--- config.mk ---
export PLATFORM = sky130hd
export DESIGN_NAME = afcpm_queue
export DESIGN_NICKNAME = d
export VERILOG_FILES = /design/src/rtl/core/afcpm_pkg.sv /design/src/rtl/core/afcpm_queue.sv
export SDC_FILE = /design/constraint.sdc
export NUM_CORES = 1
export LEC_CHECK = 0
export BUFFER_PORTS_ARGS = -buffer_cell sky130_fd_sc_hd__buf_2
export CORE_ASPECT_RATIO = 1.2
export CORE_MARGIN = 1
export CORE_UTILIZATION = 47
export CTS_CLUSTER_DIAMETER = 150
export CTS_CLUSTER_SIZE = 30
export DETAILED_ROUTE_END_ITERATION = 6
export PLACE_DENSITY = 0.87
export SYNTH_ARGS = -nofsm -noshare
export SYNTH_HDL_FRONTEND = slang
export SYNTH_SLANG_ARGS = --single-unit
--- constraint.sdc ---
create_clock -name clk -period 3.1 [get_ports clk]
set_input_delay 0.155 -clock clk [delete_from_list [all_inputs] [get_ports clk]]
set_output_delay 0.155 -clock clk [all_outputs]
set_load 0.03 [all_outputs]
--- src/rtl/core/afcpm_pkg.sv ---
`default_nettype none
// ----------------------------------------------------------------------------
// afcpm_pkg: shared types, constants and the multiply program
// Types, register file layout and the micro-program for the affine cell
// point map.
// ----------------------------------------------------------------------------
package afcpm_pkg;

  localparam int CW       = 32;    // coordinate width, signed Q16.16
  localparam int VSLOTS   = 8;     // vertex store depth
  localparam int SLOT_W   = 3;
  localparam int WW       = 128;   // wide datapath width
  localparam int RF_DEPTH = 31;
  localparam int RF_AW    = 5;
  localparam int PC_W     = 6;
  localparam int NB_W     = CW + 1; // narrow multiplier operand width
  localparam int QB       = 33;     // quotient bits produced by the divider

  localparam logic [1:0] CMD_LOAD = 2'd0;
  localparam logic [1:0] CMD_FWD  = 2'd1;
  localparam logic [1:0] CMD_INV  = 2'd2;
  localparam logic [1:0] CMD_NONE = 2'd3;

  localparam logic [1:0] CFG_SPACE_DIM = 2'd0;
  localparam logic [1:0] CFG_AXIS_0    = 2'd1;
  localparam logic [1:0] CFG_AXIS_1    = 2'd2;
  localparam logic [1:0] CFG_AXIS_2    = 2'd3;

  // register file layout
  localparam int RF_M   = 0;   // Jacobian, row major
  localparam int RF_P   = 9;   // point
  localparam int RF_V0  = 12;  // vertex 0
  localparam int RF_RHS = 15;  // point minus vertex 0
  localparam int RF_A   = 18;  // cofactors
  localparam int RF_DET = 27;
  localparam int RF_RES = 28;  // forward sums or inverse numerators

  localparam logic [PC_W-1:0] PC_FWD_END   = 6'd8;
  localparam logic [PC_W-1:0] PC_INV_START = 6'd9;
  localparam logic [PC_W-1:0] PC_INV_END   = 6'd38;

  localparam logic [WW-1:0] FRAC_ONE = WW'(65536);
  localparam logic signed [WW-1:0] CLIP_HI = WW'((64'sd1 <<< (CW - 1)) - 64'sd1);
  localparam logic signed [WW-1:0] CLIP_LO = -CLIP_HI - WW'(1);

  typedef logic [RF_AW-1:0] rf_addr_t;
  typedef logic signed [CW-1:0] coord_t;

  typedef struct packed {
    logic [1:0]        cmd;
    logic [SLOT_W-1:0] vertex_slot;
    coord_t            coord_a;
    coord_t            coord_b;
    coord_t            coord_c;
  } afcpm_in_t;

  typedef struct packed {
    coord_t out_a;
    coord_t out_b;
    coord_t out_c;
    logic   singular;
    logic   saturated;
  } afcpm_out_t;

  typedef struct packed {
    logic [1:0]        space_dim;
    logic [SLOT_W-1:0] axis_vertex_first;
    logic [SLOT_W-1:0] axis_vertex_second;
    logic [SLOT_W-1:0] axis_vertex_third;
  } afcpm_cfg_t;

  typedef struct packed {
    logic              is_load;
    logic              is_inv;
    logic [SLOT_W-1:0] slot;
    coord_t            c0;
    coord_t            c1;
    coord_t            c2;
  } afcpm_job_t;

  typedef struct packed {
    rf_addr_t src_a;   // wide operand
    rf_addr_t src_b;   // narrow operand
    logic     neg;
    logic     first;
    logic     last;
    rf_addr_t dst;
  } afcpm_instr_t;

  function automatic afcpm_instr_t mk(int a, int b, logic neg, logic first, logic last,
                                      int dst);
    afcpm_instr_t i;
    i.src_a = rf_addr_t'(a);
    i.src_b = rf_addr_t'(b);
    i.neg   = neg;
    i.first = first;
    i.last  = last;
    i.dst   = rf_addr_t'(dst);
    return i;
  endfunction

  // multiply-accumulate program: forward sums, then cofactors, det, numerators
  function automatic afcpm_instr_t afcpm_prog(logic [PC_W-1:0] pc);
    afcpm_instr_t i;
    unique case (pc)
      6'd0:  i = mk(RF_M + 0, RF_P + 0, 1'b0, 1'b1, 1'b0, RF_RES + 0);
      6'd1:  i = mk(RF_M + 1, RF_P + 1, 1'b0, 1'b0, 1'b0, RF_RES + 0);
      6'd2:  i = mk(RF_M + 2, RF_P + 2, 1'b0, 1'b0, 1'b1, RF_RES + 0);
      6'd3:  i = mk(RF_M + 3, RF_P + 0, 1'b0, 1'b1, 1'b0, RF_RES + 1);
      6'd4:  i = mk(RF_M + 4, RF_P + 1, 1'b0, 1'b0, 1'b0, RF_RES + 1);
      6'd5:  i = mk(RF_M + 5, RF_P + 2, 1'b0, 1'b0, 1'b1, RF_RES + 1);
      6'd6:  i = mk(RF_M + 6, RF_P + 0, 1'b0, 1'b1, 1'b0, RF_RES + 2);
      6'd7:  i = mk(RF_M + 7, RF_P + 1, 1'b0, 1'b0, 1'b0, RF_RES + 2);
      6'd8:  i = mk(RF_M + 8, RF_P + 2, 1'b0, 1'b0, 1'b1, RF_RES + 2);
      6'd9:  i = mk(RF_M + 4, RF_M + 8, 1'b0, 1'b1, 1'b0, RF_A + 0);
      6'd10: i = mk(RF_M + 5, RF_M + 7, 1'b1, 1'b0, 1'b1, RF_A + 0);
      6'd11: i = mk(RF_M + 2, RF_M + 7, 1'b0, 1'b1, 1'b0, RF_A + 1);
      6'd12: i = mk(RF_M + 1, RF_M + 8, 1'b1, 1'b0, 1'b1, RF_A + 1);
      6'd13: i = mk(RF_M + 1, RF_M + 5, 1'b0, 1'b1, 1'b0, RF_A + 2);
      6'd14: i = mk(RF_M + 2, RF_M + 4, 1'b1, 1'b0, 1'b1, RF_A + 2);
      6'd15: i = mk(RF_M + 5, RF_M + 6, 1'b0, 1'b1, 1'b0, RF_A + 3);
      6'd16: i = mk(RF_M + 3, RF_M + 8, 1'b1, 1'b0, 1'b1, RF_A + 3);
      6'd17: i = mk(RF_M + 0, RF_M + 8, 1'b0, 1'b1, 1'b0, RF_A + 4);
      6'd18: i = mk(RF_M + 2, RF_M + 6, 1'b1, 1'b0, 1'b1, RF_A + 4);
      6'd19: i = mk(RF_M + 2, RF_M + 3, 1'b0, 1'b1, 1'b0, RF_A + 5);
      6'd20: i = mk(RF_M + 0, RF_M + 5, 1'b1, 1'b0, 1'b1, RF_A + 5);
      6'd21: i = mk(RF_M + 3, RF_M + 7, 1'b0, 1'b1, 1'b0, RF_A + 6);
      6'd22: i = mk(RF_M + 4, RF_M + 6, 1'b1, 1'b0, 1'b1, RF_A + 6);
      6'd23: i = mk(RF_M + 1, RF_M + 6, 1'b0, 1'b1, 1'b0, RF_A + 7);
      6'd24: i = mk(RF_M + 0, RF_M + 7, 1'b1, 1'b0, 1'b1, RF_A + 7);
      6'd25: i = mk(RF_M + 0, RF_M + 4, 1'b0, 1'b1, 1'b0, RF_A + 8);
      6'd26: i = mk(RF_M + 1, RF_M + 3, 1'b1, 1'b0, 1'b1, RF_A + 8);
      6'd27: i = mk(RF_A + 0, RF_M + 0, 1'b0, 1'b1, 1'b0, RF_DET);
      6'd28: i = mk(RF_A + 3, RF_M + 1, 1'b0, 1'b0, 1'b0, RF_DET);
      6'd29: i = mk(RF_A + 6, RF_M + 2, 1'b0, 1'b0, 1'b1, RF_DET);
      6'd30: i = mk(RF_A + 0, RF_RHS + 0, 1'b0, 1'b1, 1'b0, RF_RES + 0);
      6'd31: i = mk(RF_A + 1, RF_RHS + 1, 1'b0, 1'b0, 1'b0, RF_RES + 0);
      6'd32: i = mk(RF_A + 2, RF_RHS + 2, 1'b0, 1'b0, 1'b1, RF_RES + 0);
      6'd33: i = mk(RF_A + 3, RF_RHS + 0, 1'b0, 1'b1, 1'b0, RF_RES + 1);
      6'd34: i = mk(RF_A + 4, RF_RHS + 1, 1'b0, 1'b0, 1'b0, RF_RES + 1);
      6'd35: i = mk(RF_A + 5, RF_RHS + 2, 1'b0, 1'b0, 1'b1, RF_RES + 1);
      6'd36: i = mk(RF_A + 6, RF_RHS + 0, 1'b0, 1'b1, 1'b0, RF_RES + 2);
      6'd37: i = mk(RF_A + 7, RF_RHS + 1, 1'b0, 1'b0, 1'b0, RF_RES + 2);
      6'd38: i = mk(RF_A + 8, RF_RHS + 2, 1'b0, 1'b0, 1'b1, RF_RES + 2);
      default: i = mk(RF_M, RF_P, 1'b0, 1'b1, 1'b0, RF_RES);
    endcase
    return i;
  endfunction

endpackage
`default_nettype wire

--- src/rtl/core/afcpm_queue.sv ---
`default_nettype none
// ----------------------------------------------------------------------------
// afcpm_queue: two-entry job queue
// Decouples the input stage from the back end.
// ----------------------------------------------------------------------------
module afcpm_queue (
  input  wire logic                  clk,
  input  wire logic                  rst,
  input  wire logic                  push_valid,
  output logic                       push_ready,
  input  wire afcpm_pkg::afcpm_job_t push_job,
  output logic                       pop_valid,
  input  wire logic                  pop_ready,
  output afcpm_pkg::afcpm_job_t      pop_job
);
  import afcpm_pkg::*;

  afcpm_job_t slots [2];
  logic       wr_ptr;
  logic       rd_ptr;
  logic [1:0] count;
  logic       push;
  logic       pop;

  assign push_ready = (count != 2'd2);
  assign pop_valid  = (count != 2'd0);
  assign pop_job    = slots[rd_ptr];
  assign push       = push_valid && push_ready;
  assign pop        = pop_valid && pop_ready;

  // advance pointers and count
  always_ff @(posedge clk) begin
    if (rst) begin
      wr_ptr <= 1'b0;
      rd_ptr <= 1'b0;
      count  <= 2'd0;
    end else begin
      if (push) wr_ptr <= ~wr_ptr;
      if (pop)  rd_ptr <= ~rd_ptr;
      if (push && !pop)      count <= count + 2'd1;
      else if (pop && !push) count <= count - 2'd1;
    end
  end

  always_ff @(posedge clk) begin
    if (push) slots[wr_ptr] <= push_job;
  end

endmodule
`default_nettype wire

==> results.sh <==
export IMPL_antenna_found_initial=0
export IMPL_yosysTopAreaCellShare_pct=80.5
export IMPL_cts_buffers=10
export IMPL_worstSetupStartpointType="flop"
export IMPL_tightest_slew_ps=588
export IMPL_ios=208
export IMPL_ant_nets=0
export IMPL_io_buffers=207
export IMPL_vias=4214
export IMPL_hold_path_class="input port to flop"
export IMPL_peakVddDrop_mv=0.649
export IMPL_cp_arrival_ps=2050
export IMPL_clockBufferDepth=3
export IMPL_slowest_stage="dfxtp_4"
export IMPL_n_antenna_cell=0
export IMPL_synth_cell_type_count=19
export IMPL_setup_violations=0
export IMPL_drcViolationCount=0
export IMPL_grt_overflow=0
export IMPL_post_cts_buffers=0
export IMPL_area_growth_pct=34.1
export IMPL_yosys_warnings=0
export IMPL_period_needed_ps=2210
export IMPL_root_buffer="clkbuf_16"
export IMPL_max_freq_mhz=453
export IMPL_cp_required_ps=2940
export IMPL_dieArea_mm2=0.0166
export IMPL_grt_pass1_wl_um=23600
export IMPL_crit_path_end_kind="primary output"
export IMPL_p_leak_nw=3.76
export IMPL_grt_max_degree=102
export IMPL_dp_hpwl_um=8810
export IMPL_layout_cells_most_common="buf_2"
export IMPL_ys_seq_elements=207
export IMPL_syn_avg_cell_area_um2=22.3
export IMPL_path_buf_inv=2
export IMPL_cts_max_level=1
export IMPL_routed_wl_um=15100
export IMPL_synth_area_leaders="edfxtp_1 80%, mux2_2 15%, buf_6 1.3%"
export IMPL_first_pass_iters=6
export IMPL_core_mm2=0.0156
export IMPL_yosysTopAreaCell="edfxtp_1"
export IMPL_hold_violations=0
export IMPL_slew_viol_final=0
export IMPL_fin_tns_setup_ps=0
export IMPL_critPathKind="flop to primary output"
export IMPL_routedWlPerCell_um=17.5
export IMPL_fp_dieW_um=118
export IMPL_syn_num_nets=444
export IMPL_path_delay_family="buffers and inverters"
export IMPL_drt_vias_per_instance=4.89
export IMPL_path_cells="buf_4 > mux2_2 > buf_2"
export IMPL_clock_sinks=207
export IMPL_grt_pass1_vias=4701
export IMPL_period_share_pct=71.3
export IMPL_cpPeakStageDelay_ps=570
export IMPL_die_h_um=141
export IMPL_place_congestion=0.744
export IMPL_initial_core_util_pct=48.2
export IMPL_clk_pin_slew_ps=100
export IMPL_slew_limit_headroom_pct=60.8
export IMPL_maxCapViolCount=0
export IMPL_p_per_area_mw_per_mm2=747
export IMPL_cts_tree="yes"
export IMPL_first_iter_violations=330
export IMPL_rsz0062_at_grt="false"
export IMPL_skew_ps=6.88
export IMPL_final_cell_mix="207 x buf_2, 202 x edfxtp_1, 102 x dlygate4sd3_1"
export IMPL_netlist_instances=338
export IMPL_syn_area_mm2=0.00754
export IMPL_clock_latency_ps=450
export IMPL_ys_seq_area_share_pct=81.8
export IMPL_final_util_pct=64.6
export IMPL_status="complete, no violations"
export IMPL_grtUsageTotal_pct=18.2
export IMPL_nNetsFinal=759
export IMPL_crit_fanout=30
export IMPL_final_layout_size_suffix_gt1_share_pct=50.5
export IMPL_rows=50
==> where the power goes <==
part | switching [mW] | internal, mW
sequential | 0.137 | 3.49
combinational | 1.61 | 0.928
clock | 0.750 | 0.640
==> stage by stage <==
step	instance area, um^2	instances	power [mW]	worst slack (ps)	hold WS [ps]
after floorplan	7540	338	5.49	313	224
after detailed placement	8810	747	6.09	1250	346
after CTS	10100	861	7.57	869	18.4
after global placement	8810	747	6.02	1320	342
final	10100	861	7.55	890	70.4
after global routing	10100	861	7.82	793	72.8
==> per-layer routing <==
layer / track usage [%] / vias up / part of all wire [%]
li1: - / 1959 / -
met1: 19.9 / 2075 / 37
met2: 35.5 / 155 / 56
met3: 3.28 / 25 / 5.4
met4: 5.06 / 0 / 1.9
met5: 0 / - / 0
==> synth_stat cells, drive strengths merged <==
cell type  instances
or3                1
a21bo              1
and3               1
inv                1
or2                1
xor2               3
dfxtp              5
nand2b             1
edfxtp           202
and2               1
buf               11
mux2             101
ha                 1
nor2               3
nand3b             1
o21ai              2
a21oi              2
==> tightest hold or removal path, cell delays in order <==
cell,delay (ps)
buf_2,120
a21bo_2,140
a21oi_1,70
==> sequential cells by signal (all words and copies together), names as in the netlist, named ones only <==
| name | flops |
|---|---|
| wr_ptr | 1 |
| rd_ptr | 1 |
| count | 2 |
| slots | 202 |
==> final timing paths <==
path,startpoint,slack (ps),depth (start not counted),endpoint
max,flop,890,3,pop_job[31]
min,push_valid,70,3,wr_ptr$_SDFFE_PP0P_
max reg2reg,count[0]$_SDFFE_PP0P_,1200,3,slots[1][46]$_DFFE_PP_
min reg2reg,rd_ptr$_SDFFE_PP0P_,520,2,rd_ptr$_SDFFE_PP0P_
==> timing repair <==
item | in CTS | in global routing
hold buffers | 102 | 0
endpoints found under the hold margin | 207 | 0
gates resized for setup | 0 | 0
==> area by class of cell <==
class                      instances  area, um^2
fill                            1086        5530
inverter                           1        7.51
sequential                       207        6170
multi-input combinational        119        1260
clock buffer                      11         275
clock inverter                     1        5.00
timing repair buffer             314        2130
tap                              208         260
==> kinds of logic after synthesis <==
kind of cell    synth area share, %
compound gates                0.398
fa+ha+maj                     0.166
buf+inv                        1.56
mux                            15.1
flops                          81.8
xor+xnor                      0.349
simple gates                  0.664
(Power assumes the default switching activity.)
