`src/rtl/core/afcpm_pkg.sv`:
```
`default_nettype none
// ----------------------------------------------------------------------------
// afcpm_pkg: shared types, constants and the multiply program
// Types, register file layout and the micro-program for the affine cell
// point map.
// ----------------------------------------------------------------------------
package afcpm_pkg;

  localparam int CW       = 32;    // coordinate width, signed Q16.16
  localparam int VSLOTS   = 8;     // vertex store depth
  localparam int SLOT_W   = 3;
  localparam int WW       = 128;   // wide datapath width
  localparam int RF_DEPTH = 31;
  localparam int RF_AW    = 5;
  localparam int PC_W     = 6;
  localparam int NB_W     = CW + 1; // narrow multiplier operand width
  localparam int QB       = 33;     // quotient bits produced by the divider

  localparam logic [1:0] CMD_LOAD = 2'd0;
  localparam logic [1:0] CMD_FWD  = 2'd1;
  localparam logic [1:0] CMD_INV  = 2'd2;
  localparam logic [1:0] CMD_NONE = 2'd3;

  localparam logic [1:0] CFG_SPACE_DIM = 2'd0;
  localparam logic [1:0] CFG_AXIS_0    = 2'd1;
  localparam logic [1:0] CFG_AXIS_1    = 2'd2;
  localparam logic [1:0] CFG_AXIS_2    = 2'd3;

  // register file layout
  localparam int RF_M   = 0;   // Jacobian, row major
  localparam int RF_P   = 9;   // point
  localparam int RF_V0  = 12;  // vertex 0
  localparam int RF_RHS = 15;  // point minus vertex 0
  localparam int RF_A   = 18;  // cofactors
  localparam int RF_DET = 27;
  localparam int RF_RES = 28;  // forward sums or inverse numerators

  localparam logic [PC_W-1:0] PC_FWD_END   = 6'd8;
  localparam logic [PC_W-1:0] PC_INV_START = 6'd9;
  localparam logic [PC_W-1:0] PC_INV_END   = 6'd38;

  localparam logic [WW-1:0] FRAC_ONE = WW'(65536);
  localparam logic signed [WW-1:0] CLIP_HI = WW'((64'sd1 <<< (CW - 1)) - 64'sd1);
  localparam logic signed [WW-1:0] CLIP_LO = -CLIP_HI - WW'(1);

  typedef logic [RF_AW-1:0] rf_addr_t;
  typedef logic signed [CW-1:0] coord_t;

  typedef struct packed {
    logic [1:0]        cmd;
    logic [SLOT_W-1:0] vertex_slot;
    coord_t            coord_a;
    coord_t            coord_b;
    coord_t            coord_c;
  } afcpm_in_t;

  typedef struct packed {
    coord_t out_a;
    coord_t out_b;
    coord_t out_c;
    logic   singular;
    logic   saturated;
  } afcpm_out_t;

  typedef struct packed {
    logic [1:0]        space_dim;
    logic [SLOT_W-1:0] axis_vertex_first;
    logic [SLOT_W-1:0] axis_vertex_second;
    logic [SLOT_W-1:0] axis_vertex_third;
  } afcpm_cfg_t;

  typedef struct packed {
    logic              is_load;
    logic              is_inv;
    logic [SLOT_W-1:0] slot;
    coord_t            c0;
    coord_t            c1;
    coord_t            c2;
  } afcpm_job_t;

  typedef struct packed {
    rf_addr_t src_a;   // wide operand
    rf_addr_t src_b;   // narrow operand
    logic     neg;
    logic     first;
    logic     last;
    rf_addr_t dst;
  } afcpm_instr_t;

  function automatic afcpm_instr_t mk(int a, int b, logic neg, logic first, logic last,
                                      int dst);
    afcpm_instr_t i;
    i.src_a = rf_addr_t'(a);
    i.src_b = rf_addr_t'(b);
    i.neg   = neg;
    i.first = first;
    i.last  = last;
    i.dst   = rf_addr_t'(dst);
    return i;
  endfunction

  // multiply-accumulate program: forward sums, then cofactors, det, numerators
  function automatic afcpm_instr_t afcpm_prog(logic [PC_W-1:0] pc);
    afcpm_instr_t i;
    unique case (pc)
      6'd0:  i = mk(RF_M + 0, RF_P + 0, 1'b0, 1'b1, 1'b0, RF_RES + 0);
      6'd1:  i = mk(RF_M + 1, RF_P + 1, 1'b0, 1'b0, 1'b0, RF_RES + 0);
      6'd2:  i = mk(RF_M + 2, RF_P + 2, 1'b0, 1'b0, 1'b1, RF_RES + 0);
      6'd3:  i = mk(RF_M + 3, RF_P + 0, 1'b0, 1'b1, 1'b0, RF_RES + 1);
      6'd4:  i = mk(RF_M + 4, RF_P + 1, 1'b0, 1'b0, 1'b0, RF_RES + 1);
      6'd5:  i = mk(RF_M + 5, RF_P + 2, 1'b0, 1'b0, 1'b1, RF_RES + 1);
      6'd6:  i = mk(RF_M + 6, RF_P + 0, 1'b0, 1'b1, 1'b0, RF_RES + 2);
      6'd7:  i = mk(RF_M + 7, RF_P + 1, 1'b0, 1'b0, 1'b0, RF_RES + 2);
      6'd8:  i = mk(RF_M + 8, RF_P + 2, 1'b0, 1'b0, 1'b1, RF_RES + 2);
      6'd9:  i = mk(RF_M + 4, RF_M + 8, 1'b0, 1'b1, 1'b0, RF_A + 0);
      6'd10: i = mk(RF_M + 5, RF_M + 7, 1'b1, 1'b0, 1'b1, RF_A + 0);
      6'd11: i = mk(RF_M + 2, RF_M + 7, 1'b0, 1'b1, 1'b0, RF_A + 1);
      6'd12: i = mk(RF_M + 1, RF_M + 8, 1'b1, 1'b0, 1'b1, RF_A + 1);
      6'd13: i = mk(RF_M + 1, RF_M + 5, 1'b0, 1'b1, 1'b0, RF_A + 2);
      6'd14: i = mk(RF_M + 2, RF_M + 4, 1'b1, 1'b0, 1'b1, RF_A + 2);
      6'd15: i = mk(RF_M + 5, RF_M + 6, 1'b0, 1'b1, 1'b0, RF_A + 3);
      6'd16: i = mk(RF_M + 3, RF_M + 8, 1'b1, 1'b0, 1'b1, RF_A + 3);
      6'd17: i = mk(RF_M + 0, RF_M + 8, 1'b0, 1'b1, 1'b0, RF_A + 4);
      6'd18: i = mk(RF_M + 2, RF_M + 6, 1'b1, 1'b0, 1'b1, RF_A + 4);
      6'd19: i = mk(RF_M + 2, RF_M + 3, 1'b0, 1'b1, 1'b0, RF_A + 5);
      6'd20: i = mk(RF_M + 0, RF_M + 5, 1'b1, 1'b0, 1'b1, RF_A + 5);
      6'd21: i = mk(RF_M + 3, RF_M + 7, 1'b0, 1'b1, 1'b0, RF_A + 6);
      6'd22: i = mk(RF_M + 4, RF_M + 6, 1'b1, 1'b0, 1'b1, RF_A + 6);
      6'd23: i = mk(RF_M + 1, RF_M + 6, 1'b0, 1'b1, 1'b0, RF_A + 7);
      6'd24: i = mk(RF_M + 0, RF_M + 7, 1'b1, 1'b0, 1'b1, RF_A + 7);
      6'd25: i = mk(RF_M + 0, RF_M + 4, 1'b0, 1'b1, 1'b0, RF_A + 8);
      6'd26: i = mk(RF_M + 1, RF_M + 3, 1'b1, 1'b0, 1'b1, RF_A + 8);
      6'd27: i = mk(RF_A + 0, RF_M + 0, 1'b0, 1'b1, 1'b0, RF_DET);
      6'd28: i = mk(RF_A + 3, RF_M + 1, 1'b0, 1'b0, 1'b0, RF_DET);
      6'd29: i = mk(RF_A + 6, RF_M + 2, 1'b0, 1'b0, 1'b1, RF_DET);
      6'd30: i = mk(RF_A + 0, RF_RHS + 0, 1'b0, 1'b1, 1'b0, RF_RES + 0);
      6'd31: i = mk(RF_A + 1, RF_RHS + 1, 1'b0, 1'b0, 1'b0, RF_RES + 0);
      6'd32: i = mk(RF_A + 2, RF_RHS + 2, 1'b0, 1'b0, 1'b1, RF_RES + 0);
      6'd33: i = mk(RF_A + 3, RF_RHS + 0, 1'b0, 1'b1, 1'b0, RF_RES + 1);
      6'd34: i = mk(RF_A + 4, RF_RHS + 1, 1'b0, 1'b0, 1'b0, RF_RES + 1);
      6'd35: i = mk(RF_A + 5, RF_RHS + 2, 1'b0, 1'b0, 1'b1, RF_RES + 1);
      6'd36: i = mk(RF_A + 6, RF_RHS + 0, 1'b0, 1'b1, 1'b0, RF_RES + 2);
      6'd37: i = mk(RF_A + 7, RF_RHS + 1, 1'b0, 1'b0, 1'b0, RF_RES + 2);
      6'd38: i = mk(RF_A + 8, RF_RHS + 2, 1'b0, 1'b0, 1'b1, RF_RES + 2);
      default: i = mk(RF_M, RF_P, 1'b0, 1'b1, 1'b0, RF_RES);
    endcase
    return i;
  endfunction

endpackage
`default_nettype wire

```
`src/rtl/core/afcpm_front.sv`:
```
`default_nettype none
// ----------------------------------------------------------------------------
// afcpm_front: input stage
// Accepts items, drops unused commands and turns the rest into jobs for the
// back end, held in one register.
// ----------------------------------------------------------------------------
module afcpm_front (
  input  wire logic                  clk,
  input  wire logic                  rst,
  input  wire logic                  in_valid,
  output logic                       in_ready,
  input  wire afcpm_pkg::afcpm_in_t  in_item,
  output logic                       job_valid,
  input  wire logic                  job_ready,
  output afcpm_pkg::afcpm_job_t      job
);
  import afcpm_pkg::*;

  logic       full;
  logic       take;
  afcpm_job_t cls;

  assign in_ready  = !full || job_ready;
  assign job_valid = full;
  assign take      = in_valid && in_ready;

  // classify the item
  always_comb begin
    cls.is_load = (in_item.cmd == CMD_LOAD);
    cls.is_inv  = (in_item.cmd == CMD_INV);
    cls.slot    = in_item.vertex_slot;
    cls.c0      = in_item.coord_a;
    cls.c1      = in_item.coord_b;
    cls.c2      = in_item.coord_c;
  end

  // hold one job until the queue takes it
  always_ff @(posedge clk) begin
    if (rst) begin
      full <= 1'b0;
    end else begin
      if (full && job_ready) full <= 1'b0;
      if (take && in_item.cmd != CMD_NONE) full <= 1'b1;
    end
  end

  always_ff @(posedge clk) begin
    if (take) job <= cls;
  end

endmodule
`default_nettype wire

```
`config.mk`:
```
export PLATFORM = sky130hd
export DESIGN_NAME = afcpm_front
export DESIGN_NICKNAME = d
export VERILOG_FILES = /design/src/rtl/core/afcpm_pkg.sv /design/src/rtl/core/afcpm_front.sv
export SDC_FILE = /design/constraint.sdc
export NUM_CORES = 1
export LEC_CHECK = 0
export BUFFER_PORTS_ARGS = -buffer_cell sky130_fd_sc_hd__buf_2
export CORE_ASPECT_RATIO = 1.1
export CORE_MARGIN = 2
export CORE_UTILIZATION = 37
export DETAILED_ROUTE_END_ITERATION = 10
export HOLD_SLACK_MARGIN = 0.06
export PLACE_DENSITY_LB_ADDON = 0.25
export SLEW_MARGIN = 20
export SYNTH_ARGS = -nofsm -noshare
export SYNTH_HDL_FRONTEND = slang
export SYNTH_SLANG_ARGS = --single-unit
```
`constraint.sdc`:
```
create_clock -name clk -period 2.4 [get_ports clk]
set_clock_uncertainty 0.15 [all_clocks]
set_input_delay 0.6 -clock clk [delete_from_list [all_inputs] [get_ports clk]]
set_output_delay 0.6 -clock clk [all_outputs]
set_load 0.005 [all_outputs]
```
==> key figures <==
Floorplan
  • Number of primary I/O pins: 208
  • Total die area: 9140 sq um
  • Initial Util: 37.5%
  • Height of the chip: 100 um
  • Placeable core area: 8280 sq um
  • Row Count: 35
  • Floorplan die width: 91.3 um

Logic synthesis
  • Total of warnings raised by yosys: 0
  • Post-synthesis average cell area: 28.7 sq um
  • Most used flip-flop cell after synthesis: sky130_fd_sc_hd__edfxtp_1
  • Share of flip-flops with an asynchronous set or reset: 0%
  • Number of cells produced by synthesis: 108
  • Dominant cell by count in the synthesized netlist: sky130_fd_sc_hd__edfxtp_1
  • Yosys cell types: 8
  • Share of Yosys cell area claimed by the top area cell type: 97.7%
  • Part of the Yosys area used for sequential elements: 98.3%
  • Synthesized cell area: 3100 sq um
  • Register bit total from synthesis: 102
  • Count of flip-flops with a built-in enable after synthesis: 101
  • Mapped Nets: 213
  • Library cell with the largest summed area after synthesis: sky130_fd_sc_hd__edfxtp_1
  • Main area contributors after synthesis: sky130_fd_sc_hd__edfxtp_1 (98%), sky130_fd_sc_hd__dfxtp_1 (0.64%), sky130_fd_sc_hd__nand2b_4 (0.44%)

Clocking
  • Total number of H-tree levels: 3
  • Number of resized instances in the post-cts repair step: 0
  • Post-CTS Hold Buffers: 0
  • Worst skew pair latency: 0.35 ns
  • Clock slew seen by the registers of the worst setup and hold paths: 0.09 ns
  • Clk root buf: sky130_fd_sc_hd__clkbuf_8
  • Sinks on Clock Net: 102
  • Longest Clk Path Bufs: 2
  • TritonCTS clock tree: done
  • TritonCTS buffer count: 9
  • Post-CTS setup buffer count: 0

Place
  • Dpl cell area: 4330 sq um
  • Post-Place Worst Slack: 0.599 ns
  • Number of instances in the placed design: 429
  • Count of input and output buffers: 207
  • Gpl congestion: 0.716

Timing
  • Endpoints failing setup: 0
  • Slew at the pin closest to its max-slew limit: 0.245 ns
  • RSZ-0062 raised after global routing: false
  • Crit share post-route: 71.0%
  • Post-route setup TNS: 0 ns
  • Achievable clock frequency: 587 MHz
  • Final hold violation count: 0
  • Max-slew violation count: 0
  • Max_slew headroom: 83.7%
  • Worst hold margin: 0.250 ns
  • Final critical-path required period: 1.70 ns
  • Worst setup slack after layout: 0.695 ns

Drt
  • Average routed wire per standard cell: 14.5 um
  • Remaining design rule violation count: 0
  • Total wire length: 6510 um
  • Via/cell ratio: 4.17
  • Detail Route Antenna Nets: 0
  • TritonRoute pass-1 iters: 4
  • Number of violations reported at the end of detailed-routing iteration 0: 80
  • Routed vias: 1869

Pwr
  • Net Switching: 0.696 mW
  • Power per Cell Area: 750 nW/um^2
  • Clk pwr share: 30.4%
  • Maximum resistive drop on vdd: 0.414 mV
  • PnR Total Power: 3.40 mW
  • Gate power share: 7.6%
  • Fraction of power spent switching nets: 20.5%
  • Leakage dissipation: 1.95 nW
  • Cell-internal power: 2.70 mW
  • Sequential cell fraction of total power: 62.0%

Global routing
  • Number of antenna violations at the first check in global routing: 4
  • Maximum number of pins on one net before global-route repair: 45
  • Leftover overflow at the end of global routing: 0
  • Number of global-route vias before repair: 1856
  • Total global routing track utilization: 14.3%
  • Global-route wire length before repair: 9340 um

Cells and area
  • Non-filler cells in the finished layout: 448
  • Layout filler cell count: 703
  • Synthesis-to-layout area growth: 45.7%
  • Net count of the finished layout: 434
  • Utilization of the core after routing: 54.7%
  • Area of all placed cells without fillers: 4520 sq um
  • Proportion of layout cells with a drive suffix above 1: 68.0%
  • Area occupied by multi-input gates: 52.6 sq um
  • Area occupied by registers: 3050 sq um

Critical path
  • Category of the critical setup timing path: input port to output pin
  • Sort of element at the end of the critical path: output pin
  • Type of element launching the critical path: input port
  • Worst endpoint data arrival time: 0.95 ns
  • Depth of the worst register-to-register path: 3
  • Source of the worst register-to-register timing path: job_valid
  • Required time worst endpoint: 1.65 ns
  • Launch point of the critical path: job_ready
  • Biggest fanout along the worst timing path: 3

Run status
  • Run status: finished, final reports clean

Flow run
  • Max Cap Viol: 0

Min path
  • Min-Delay Startpoint: rst
  • Hold Path Class: input port to flip-flop
  • Number of cells traversed by the worst hold path: 2
[worst max-delay path: stages]
cell	delay, ns
sky130_fd_sc_hd__buf_2	0.10
sky130_fd_sc_hd__nand2b_4	0.14
sky130_fd_sc_hd__buf_2	0.12
[cell type report]
type	instances	share of cell area, %
flip-flops and latches	102	67.5
well taps	111	3.07
repair buffers	210	23.9
clock buffers	10	2.82
multi-input cells	6	1.16
diodes	3	0.166
clock inverters	6	1.36
[power by group through the flow]
stage                     logic, mW  registers [mW]  clock network, mW
after global routing          0.284            2.12               1.14
after CTS                     0.264            2.11               1.07
after detailed placement      0.264            2.15                  0
after global placement        0.258            2.14                  0
final                         0.258            2.11               1.03
after floorplan              0.0373            2.17                  0
[sequential cells by signal (all words and copies together) (netlist names)]
signal	flops
job	101
job_valid	1
[cell families after synthesis]
| logic type | share of synthesized area (%) |
|---|---|
| compound gates | 0.605 |
| flops | 98.3 |
| simple gates | 1.05 |
[per-layer routing]
metal | global-route usage (%) | up-vias | wire length (um)
li1 | - | 882 | -
met1 | 15.7 | 857 | 2370
met2 | 22.0 | 117 | 3240
met3 | 9.01 | 11 | 753
met4 | 6.88 | 2 | 131
met5 | 0 | - | 13
[cells in the final DEF, fill, tap and decap left out]
| master | Yosys | routed |
|---|---|---|
| sky130_fd_sc_hd__buf_2 | 0 | 207 |
| sky130_fd_sc_hd__edfxtp_1 | 101 | 101 |
| sky130_fd_sc_hd__clkbuf_8 | 0 | 9 |
| sky130_fd_sc_hd__diode_2 | 0 | 3 |
| sky130_fd_sc_hd__clkinv_2 | 0 | 2 |
| sky130_fd_sc_hd__buf_12 | 0 | 2 |
| sky130_fd_sc_hd__nand2b_4 | 1 | 1 |
| sky130_fd_sc_hd__and2_4 | 0 | 1 |
| sky130_fd_sc_hd__nor2_1 | 1 | 1 |
| sky130_fd_sc_hd__and2b_1 | 1 | 1 |
| sky130_fd_sc_hd__a21bo_1 | 1 | 1 |
| sky130_fd_sc_hd__a21oi_2 | 1 | 1 |
| sky130_fd_sc_hd__bufinv_16 | 0 | 1 |
| sky130_fd_sc_hd__clkbuf_1 | 0 | 1 |
| sky130_fd_sc_hd__clkinv_1 | 0 | 1 |
| sky130_fd_sc_hd__inv_6 | 0 | 1 |
| sky130_fd_sc_hd__clkinv_4 | 0 | 1 |
| sky130_fd_sc_hd__dfxtp_1 | 1 | 1 |
| sky130_fd_sc_hd__buf_4 | 0 | 1 |
[path summary, 6_finish.rpt]
| path | to | slack [ns] |
|---|---|---|
| setup reg to reg | job[83] | 0.97 |
| hold reg to reg | job_valid | 0.36 |
| setup / recovery | in_ready | 0.70 |
| hold / removal | job_valid | 0.25 |
Note: power is estimated with default switching activity, not from simulation.
